<file path="config.mk">
export PLATFORM = sky130hd
export DESIGN_NAME = cpu_time_share_percent
export DESIGN_NICKNAME = d
export VERILOG_FILES = /design/src/ctsp_pkg.sv /design/src/ctsp_div.sv /design/src/cpu_time_share_percent.sv
export SDC_FILE = /design/constraint.sdc
export NUM_CORES = 2
export LEC_CHECK = 0
export ABC_AREA = 1
export CAP_MARGIN = 20
export CORE_UTILIZATION = 30
export DETAILED_ROUTE_END_ITERATION = 8
export DONT_BUFFER_PORTS = 1
export SYNTH_ARGS = -nofsm -noshare
export SYNTH_HDL_FRONTEND = slang
export SYNTH_SLANG_ARGS = --single-unit
</file>
<file path="constraint.sdc">
create_clock -name clk_i -period 9.7 [get_ports clk_i]
set_input_delay 1.94 -clock clk_i [delete_from_list [all_inputs] [get_ports clk_i]]
set_output_delay 1.94 -clock clk_i [all_outputs]
set_load 0.03 [all_outputs]
</file>
<file path="src/ctsp_pkg.sv">
`default_nettype none

package ctsp_pkg;

  localparam int unsigned NumCounters = 8;
  localparam int unsigned CountW      = 32;
  localparam int unsigned PctW        = 7;
  localparam int unsigned IdxW        = $clog2(NumCounters);

  // 100 * delta needs 7 more bits than the delta itself
  localparam int unsigned ProdW       = CountW + PctW;
  // one quotient bit beyond the share width flags an oversized quotient
  localparam int unsigned QuotW       = PctW + 1;
  localparam int unsigned QuotCntW    = $clog2(QuotW);

  localparam logic [PctW-1:0] PctFull = PctW'(100);

  localparam int unsigned InDataW     = NumCounters * CountW;
  localparam int unsigned OutDataW    = NumCounters * PctW + CountW;

endpackage

`default_nettype wire

</file>
<file path="src/ctsp_div.sv">
`default_nettype none

// Restoring divider, one quotient bit per cycle, MSB first.
// Result is floor(dividend / divisor) saturated at PctFull.
module ctsp_div
  import ctsp_pkg::*;
(
  input  wire logic             clk_i,
  input  wire logic             rst_ni,
  input  wire logic             start_i,
  input  wire logic [ProdW-1:0] dividend_i,
  input  wire logic [CountW-1:0] divisor_i,
  output logic                  done_o,
  output logic [PctW-1:0]       quot_o
);

  logic                busy_q;
  logic                done_q;
  logic [QuotCntW-1:0] cnt_q;
  logic [ProdW-1:0]    rem_q;
  logic [ProdW-1:0]    sd_q;
  logic [QuotW-1:0]    quo_q;
  logic [PctW-1:0]     res_q;

  logic             ge;
  logic [QuotW-1:0] quo_d;

  assign ge    = (rem_q >= sd_q);
  assign quo_d = {quo_q[QuotW-2:0], ge};

  always_ff @(posedge clk_i or negedge rst_ni) begin
    if (!rst_ni) begin
      busy_q <= 1'b0;
      done_q <= 1'b0;
      cnt_q  <= '0;
    end else begin
      done_q <= 1'b0;
      if (start_i) begin
        busy_q <= 1'b1;
        cnt_q  <= QuotCntW'(QuotW - 1);
      end else if (busy_q) begin
        if (cnt_q == '0) begin
          busy_q <= 1'b0;
          done_q <= 1'b1;
        end else begin
          cnt_q <= cnt_q - 1'b1;
        end
      end
    end
  end

  always_ff @(posedge clk_i) begin
    if (start_i) begin
      rem_q <= dividend_i;
      sd_q  <= {divisor_i, (ProdW - CountW)'(0)};
      quo_q <= '0;
    end else if (busy_q) begin
      if (ge) begin
        rem_q <= rem_q - sd_q;
      end
      sd_q  <= sd_q >> 1;
      quo_q <= quo_d;
      if (cnt_q == '0) begin
        // clamp: top bit set or low bits above full scale
        if (quo_d[QuotW-1] || (quo_d[PctW-1:0] > PctFull)) begin
          res_q <= PctFull;
        end else begin
          res_q <= quo_d[PctW-1:0];
        end
      end
    end
  end

  assign done_o = done_q;
  assign quot_o = res_q;

endmodule

`default_nettype wire

</file>
<file path="src/cpu_time_share_percent.sv">
`default_nettype none
// An input beat is summed in 8 summing steps; unless it is the first sample or the total is
// zero, each counter in turn is then scaled by 100 and divided in the shared divider.
// s_axis_tready is low while a sample is in work, so no new sample is taken until it is done.
// A finished result waits in the output register while the next sample is taken.
// Reset (rst_ni, asynchronous, active low) forgets the previous sample and drops any result.
module cpu_time_share_percent
  import ctsp_pkg::*;
(
  input  wire logic                clk_i,
  input  wire logic                rst_ni,
  input  wire logic                s_axis_tvalid,
  output logic                     s_axis_tready,
  // user, nice, system, idle, iowait, hardirq, softirq, steal counts (32 bits each)
  input  wire logic [InDataW-1:0]  s_axis_tdata,
  output logic                     m_axis_tvalid,
  input  wire logic                m_axis_tready,
  // user, nice, system, idle, iowait, hardirq, softirq, steal pct (7 bits each),
  // interval_total (32 bits)
  output logic [OutDataW-1:0]      m_axis_tdata,
  // first_sample
  output logic                     m_axis_tuser
);

  typedef enum logic [2:0] {
    ST_IDLE,
    ST_SUM,
    ST_CHECK,
    ST_MUL,
    ST_START,
    ST_WAIT,
    ST_FIN
  } state_e;

  state_e state_q;
  logic   have_prev_q;
  logic   first_q;
  logic   m_valid_q;
  logic [IdxW-1:0] k_q;

  logic [NumCounters-1:0][CountW-1:0] prev_q;
  logic [NumCounters-1:0][CountW-1:0] delta_q;
  logic [NumCounters-1:0][PctW-1:0]   pct_q;
  logic [CountW-1:0]   total_q;
  logic [ProdW-1:0]    prod_q;
  logic [OutDataW-1:0] m_data_q;
  logic                m_user_q;

  logic            in_beat;
  logic            k_last;
  logic            skip;
  logic            out_free;
  logic            div_start;
  logic            div_done;
  logic [PctW-1:0] div_quot;
  logic [OutDataW-1:0] res_data;

  assign s_axis_tready = (state_q == ST_IDLE);
  assign in_beat       = s_axis_tvalid && s_axis_tready;
  assign k_last        = (k_q == IdxW'(NumCounters - 1));
  assign skip          = first_q || (total_q == '0);
  assign out_free      = !m_valid_q || m_axis_tready;
  assign div_start     = (state_q == ST_START);

  always_comb begin
    res_data = '0;
    for (int i = 0; i < NumCounters; i++) begin
      res_data[i*PctW +: PctW] = skip ? '0 : pct_q[i];
    end
    res_data[NumCounters*PctW +: CountW] = first_q ? '0 : total_q;
  end

  ctsp_div u_div (
    .clk_i      (clk_i),
    .rst_ni     (rst_ni),
    .start_i    (div_start),
    .dividend_i (prod_q),
    .divisor_i  (total_q),
    .done_o     (div_done),
    .quot_o     (div_quot)
  );

  always_ff @(posedge clk_i or negedge rst_ni) begin
    if (!rst_ni) begin
      state_q     <= ST_IDLE;
      have_prev_q <= 1'b0;
      first_q     <= 1'b0;
      m_valid_q   <= 1'b0;
      k_q         <= '0;
      prev_q      <= '0;
    end else begin
      if (m_valid_q && m_axis_tready) begin
        m_valid_q <= 1'b0;
      end
      case (state_q)
        ST_IDLE: begin
          if (in_beat) begin
            first_q     <= !have_prev_q;
            have_prev_q <= 1'b1;
            k_q         <= '0;
            for (int i = 0; i < NumCounters; i++) begin
              prev_q[i] <= s_axis_tdata[i*CountW +: CountW];
            end
            state_q <= ST_SUM;
          end
        end
        ST_SUM: begin
          k_q <= k_q + 1'b1;
          if (k_last) begin
            state_q <= ST_CHECK;
          end
        end
        ST_CHECK: begin
          k_q     <= '0;
          state_q <= skip ? ST_FIN : ST_MUL;
        end
        ST_MUL: begin
          state_q <= ST_START;
        end
        ST_START: begin
          state_q <= ST_WAIT;
        end
        ST_WAIT: begin
          if (div_done) begin
            k_q     <= k_q + 1'b1;
            state_q <= k_last ? ST_FIN : ST_MUL;
          end
        end
        ST_FIN: begin
          // hold until the output register is free
          if (out_free) begin
            m_valid_q <= 1'b1;
            state_q   <= ST_IDLE;
          end
        end
        default: begin
          state_q <= ST_IDLE;
        end
      endcase
    end
  end

  always_ff @(posedge clk_i) begin
    if (in_beat) begin
      total_q <= '0;
      for (int i = 0; i < NumCounters; i++) begin
        delta_q[i] <= s_axis_tdata[i*CountW +: CountW] - prev_q[i];
      end
    end
    if (state_q == ST_SUM) begin
      total_q <= total_q + delta_q[k_q];
    end
    if (state_q == ST_MUL) begin
      prod_q <= ProdW'(delta_q[k_q]) * ProdW'(PctFull);
    end
    if ((state_q == ST_WAIT) && div_done) begin
      pct_q[k_q] <= div_quot;
    end
    if ((state_q == ST_FIN) && out_free) begin
      m_data_q <= res_data;
      m_user_q <= first_q;
    end
  end

  assign m_axis_tvalid = m_valid_q;
  assign m_axis_tdata  = m_data_q;
  assign m_axis_tuser  = m_user_q;

endmodule

`default_nettype wire
</file>
======== Word-level counts from Yosys, hierarchy flattened ========
Index checks and enable logic that the tools add are counted.
word-level totals
  register bits after elaboration ......... 832
  input port bits ......................... 260
  output and inout port bits .............. 91
  word-level logic and storage cells ...... 130
cells by class
  add/sub/neg operators ................... 12
  multipliers ............................. 1
  magnitude comparators ................... 4
  equality and inequality tests ........... 12
  multiplexer cells ....................... 34
  bitwise gates (word level) .............. 1
  reductions and logical operators ........ 23
operator list
  kind                   number
  $sub 32x32->32         8
  $mux 39                5
  $bmux 32 s3            1
  $mux 32                3
  $bwmux 56              1
  $ge 39x39->1           1
  $sub 39x39->39         1
  $mul 32x5->37 const B  1
  $mux 3                 11
  $add 32x32->32         1
  $logic_not 32->1       1
  $demux 7 s3            1
  $pmux 3 s7             1
  $eq 3x3->1 const B     4
  $pmux 3 s4             1
  $mux 1                 9
  $gt 7x7->1 const B     1
  $mux 7                 1
  $eq 3x2->1 const B     2
  $logic_not 3->1        2
  $ne 2x2->1 const B     3
  $reduce_and 2->1       3
  $reduce_and 3->1       2
  $reduce_bool 2->1      3
  12 further kinds       20

======== Depth between registers and ports, before layout ========
  word-level depth ........................ 5
  depth in mapped cells ................... 27
  gate-level depth less buffers ........... 25

======== By module ========
From an unflattened synthesis, not the netlist that was laid out.
unflattened totals
  cells, all modules ...................... 7437
  area, all modules ....................... 56579.3 um^2
by module, submodules not included
  module                  instances  cells each  area each (um^2)
  cpu_time_share_percent  1          6419        49478.7
  ctsp_div                1          1018        7100.6

======== Least setup slack after synthesis ========
OpenSTA, ideal clock, no wires.
  kind .................................... in2reg
  from .................................... input m_axis_tready
  to ...................................... register m_data_q[0], in the netlist m_axis_tdata[0] (enable)
  library setup time ...................... 0.538 ns
  data arrival time ....................... 5.683 ns
  setup slack ............................. 3.479 ns
  stages .................................. 2
  path buffers ............................ 0
  cell sequence ........................... nor2_1 nor2_1
on the way
  word-level cells in the longest chain between the ends .. 2
RTL lines
  item                    line                           source
  start: declaration      cpu_time_share_percent.sv:17   input wire logic m_axis_tready,
  $logic_or 1x1->1        cpu_time_share_percent.sv:62   assign out_free = !m_valid_q || m_axis_tready;
  $logic_and 1x1->1       cpu_time_share_percent.sv:159  if ((state_q == ST_FIN) && out_free) begin
  end signal: assignment  cpu_time_share_percent.sv:160  m_data_q <= res_data;
  end: declaration        cpu_time_share_percent.sv:46   logic [OutDataW-1:0] m_data_q;
No other way between the ends.
A chain may end at the register's enable or synchronous reset.

======== Worst setup path after layout ========
  from .................................... register k_q[0]
  to ...................................... register prod_q[26], data pin
on the way
  word-level cells in the longest chain between the ends .. 3
RTL lines
  item                           line                           source
  start: declaration             cpu_time_share_percent.sv:39   logic [IdxW-1:0] k_q;
  start signal: assignment       cpu_time_share_percent.sv:108  k_q <= k_q + 1'b1;
  start signal: assignment       cpu_time_share_percent.sv:125  k_q <= k_q + 1'b1;
  $bmux 32 s3                    cpu_time_share_percent.sv:154  prod_q <= ProdW'(delta_q[k_q]) * ProdW'(PctFull);
  $mux 32 (implied by the code)  cpu_time_share_percent.sv:154
  $mul 32x5->37                  cpu_time_share_percent.sv:154
  end signal: assignment         cpu_time_share_percent.sv:154
  end: declaration               cpu_time_share_percent.sv:45   logic [ProdW-1:0] prod_q;
No other way between the ends. The select of a mux whose other input is x is not followed.

==> results by group <==
Run status
  – Result of the run: finished, final reports clean

Synthesis
  – Number of distinct library cells after synthesis: 47
  – Instance count of the mapped netlist: 6630
  – Cell area after synthesis: around 55000 µm²
  – Sequential area share after synthesis: 0.429
  – Synthesized area divided by synthesized cell count: 8.26 µm²
  – Post-synth top area cell: sky130_fd_sc_hd__edfxtp_1
  – Number of storage elements in the synthesis netlist: between 800 and 900
  – Number of enable-type register cells in the synthesized netlist: between 500 and 600
  – Yosys Warn Count: 0
  – Most area-consuming cells after synthesis: sky130_fd_sc_hd__edfxtp_1 30%, sky130_fd_sc_hd__dfrtp_1 12%, sky130_fd_sc_hd__nand2_1 10%
  – Net count after synthesis: between 7000 and 8000
  – Commonest register cell after synthesis: sky130_fd_sc_hd__edfxtp_1
  – Most common cell in the netlist: sky130_fd_sc_hd__nand2_1
  – Most common library cells after synthesis: 1471 x sky130_fd_sc_hd__nand2_1, 1095 x sky130_fd_sc_hd__inv_1, 581 x sky130_fd_sc_hd__nor2_1
  – Async set-reset flop share out of synthesis: 0.325
  – Area share of the largest cell type after synthesis: 0.300

CTS
  – Deepest clock path buffer count: 3
  – Number of resized instances in the post-cts repair step: 0
  – Setup bufs post-CTS: 0
  – TritonCTS clock tree: built
  – Worst-skew pair later-pin latency: 0.75 ns
  – Clock sink total: 832
  – Clock buffers created by TritonCTS: 101
  – Library cell used as clock root buffer: sky130_fd_sc_hd__clkbuf_16
  – Clock-pin slew reported for the worst setup and hold paths after clock tree synthesis: roughly 0.060 ns
  – H-Tree Level Count: 3
  – Hold-fix buffers, CTS: 0

Setup path
  – Cell depth of the worst flop-to-flop path: 19
  – Critical Path Source Type: flop
  – Data required time at the worst endpoint: 10.15 ns
  – Critical path endpoint category: flop
  – Largest driver fanout on the critical path: 30
  – WP data arrival: roughly 6.2 ns
  – Setup CP Type: reg -> reg

STA
  – Minimum clock period: 5.77 ns
  – Number of setup violations in the final report: 0
  – Setup TNS: 0 ns
  – Number of endpoints with negative hold slack in the final report: 0
  – Unrepaired setup endpoints after global routing: no
  – Max transition margin: 0.186
  – Measured slew at the worst slew-check pin: 1.22 ns
  – Hold Slack: 0.460 ns
  – Final setup margin: slightly below 4 ns
  – Count of final max-slew check failures: 0
  – Final critical-path share of the clock period: 0.595
  – Worst clock skew: about 0.051 ns
  – Timing-limited maximum frequency: 173 MHz

Place
  – Setup slack at placement: roughly 4.1 ns
  – Buffers added on ports: 0
  – Total half-perimeter wirelength after legalization and detailed placement: 149000 µm
  – Cell total after placement: 8907
  – Final weighted congestion of routability-driven global placement: approximately 1

GRT
  – Wire length of the first global-routing pass: 278000 µm
  – Met3 usage: 0.0391
  – Met1 demand-to-capacity share in global routing: 0.247
  – All-layer global routing usage: 0.198
  – Maximum number of pins on one net before global-route repair: approximately 270
  – Number of global-route vias before repair: 44227
  – Antenna violations before repair: 11
  – Layer carrying the most global-route usage: met2
  – Overflow left after global routing: 0
  – M2 GR Usage: 0.331

Detailed routing
  – Final routed wire length divided by cell count: a little over 20 µm
  – Detailed router's first-iteration violation count: between 3000 and 4000
  – Vias: between 40000 and 50000
  – DRT antenna net count: 0
  – DRC violation count after routing: 0
  – Initial DRT Pass Iterations: 8
  – Drt total wl: 185000 µm
  – Number of vias per cell: 4.94

Die
  – Die area: between 150000 and 200000 µm²
  – FP Rows: 156
  – Die boundary width: ~430 µm
  – Die boundary height: approximately 430 µm
  – Effective utilization at floorplan: 0.302
  – I/O Pins: roughly 350
  – Core area: approximately 180000 µm²

Hold path
  – Path class of the lowest-slack min-delay path: reg -> reg
  – Cells on Worst Hold Path: 1

Layout
  – Final cell count without fillers: 9111
  – Area added between synthesis and finish: 10.9%
  – Final #Nets: 7360
  – Share of layout cells above drive strength 1: 0.0422

Job
  – Max_cap viols: 0
[layer usage]
layer	part of all wire	routed length, µm
met4	0.044	8090
met1	0.42	78100
met3	0.062	11400
met5	0.00011	20
met2	0.47	87700
[path summary, 6_finish.rpt]
kind	start	end	slack [ns]
worst min register to register	have_prev_q$_DFFE_PN0P_	have_prev_q$_DFFE_PN0P_	0.46
worst min-delay path	have_prev_q$_DFFE_PN0P_	have_prev_q$_DFFE_PN0P_	0.46
min in group asynchronous	rst_ni	prev_q[182]$_DFFE_PN0P_	0.93
worst max register to register	k_q[0]$_DFFE_PN0P_	prod_q[26]$_DFFE_PP_	3.93
max in group asynchronous	rst_ni	first_q$_DFFE_PN0P_	7.80
worst max-delay path	k_q[0]$_DFFE_PN0P_	prod_q[26]$_DFFE_PP_	3.93
[logic make-up (layout without fill, tap and decap cells)]
| group | after synthesis | count (layout) | synth area share |
|---|---|---|---|
| AO/OA/AOI/OAI | 1341 | 1341 | 0.144 |
| XOR/XNOR | 256 | 256 | 0.0409 |
| AND/OR/NAND/NOR | 2498 | 2498 | 0.186 |
| flip-flops | 832 | 832 | 0.429 |
| buffers and inverters | 1244 | 1342 | 0.0905 |
| adder cells (fa/ha/maj) | 459 | 459 | 0.110 |
| other | 0 | 13 | 0 |
[layout by cell type (no fill, tap or decap), types with 27 or more instances in the layout]
cell type / n
sky130_fd_sc_hd__a21boi_0: 27
sky130_fd_sc_hd__a21o_1: 62
sky130_fd_sc_hd__a21oi_1: 415
sky130_fd_sc_hd__a221oi_2: 32
sky130_fd_sc_hd__a22o_1: 53
sky130_fd_sc_hd__a31oi_1: 48
sky130_fd_sc_hd__clkbuf_16: 103
sky130_fd_sc_hd__dfrtp_1: 270
sky130_fd_sc_hd__edfxtp_1: 548
sky130_fd_sc_hd__fa_1: 37
sky130_fd_sc_hd__ha_1: 422
sky130_fd_sc_hd__inv_1: 1094
sky130_fd_sc_hd__inv_2: 35
sky130_fd_sc_hd__nand2_1: 1469
sky130_fd_sc_hd__nand3_1: 275
sky130_fd_sc_hd__nand4_1: 78
sky130_fd_sc_hd__nor2_1: 579
sky130_fd_sc_hd__nor3_1: 39
sky130_fd_sc_hd__o21ai_0: 413
sky130_fd_sc_hd__o21ai_1: 141
sky130_fd_sc_hd__o21bai_1: 75
sky130_fd_sc_hd__xnor2_1: 72
sky130_fd_sc_hd__xor2_1: 184
[per-stage QoR]
step / area (µm²) / utilization
after floorplan: 54800 / -
after global placement: 57300 / 0.316
after detailed placement: 57300 / 0.316
after CTS: 60700 / 0.335
after global routing: 60800 / 0.335
final: 60800 / 0.335
[registers in the layout (all words and copies together), names as in the netlist, 3 cells and up]
register / cells
u_div.rem_q: 39
k_q: 3
total_q: 32
state_q: 3
prod_q: 37
prev_q: 256
u_div.sd_q: 39
u_div.cnt_q: 3
u_div.quot_o: 7
m_axis_tdata: 88
delta_q: 256
u_div.quo_q: 7
pct_q: 56
[area by class of cell]
class	count	area, µm²
well taps	2370	2970
fillers	19062	120000
diodes	13	32.5
inverters	1129	4240
repair buffers	23	198
clock buffers	125	2740
clock inverters	65	731
flip-flops and latches	832	23500
multi-input cells	4554	26400
[critical path, cell delays in order, from the launching register on]
cell and delay (ns):
sky130_fd_sc_hd__dfrtp_1 0.51, sky130_fd_sc_hd__inv_2 0.17, sky130_fd_sc_hd__nand3_2 0.17, sky130_fd_sc_hd__inv_2 0.25, sky130_fd_sc_hd__a22o_1 0.30, sky130_fd_sc_hd__a221oi_1 0.58
sky130_fd_sc_hd__nand4_1 0.59, sky130_fd_sc_hd__ha_1 0.49, sky130_fd_sc_hd__ha_1 0.32, sky130_fd_sc_hd__fa_1 0.47, sky130_fd_sc_hd__ha_1 0.37, sky130_fd_sc_hd__a21oi_1 0.23
sky130_fd_sc_hd__o21ai_0 0.10, sky130_fd_sc_hd__a21oi_1 0.32, sky130_fd_sc_hd__inv_1 0.11, sky130_fd_sc_hd__nand2_1 0.08, sky130_fd_sc_hd__nand2_1 0.10, sky130_fd_sc_hd__nand2_1 0.07
sky130_fd_sc_hd__nand2_1 0.06, sky130_fd_sc_hd__xor2_1 0.17
Power is not shown: default switching activity piles up to over one toggle a cycle in this logic, so the estimate is an artifact.
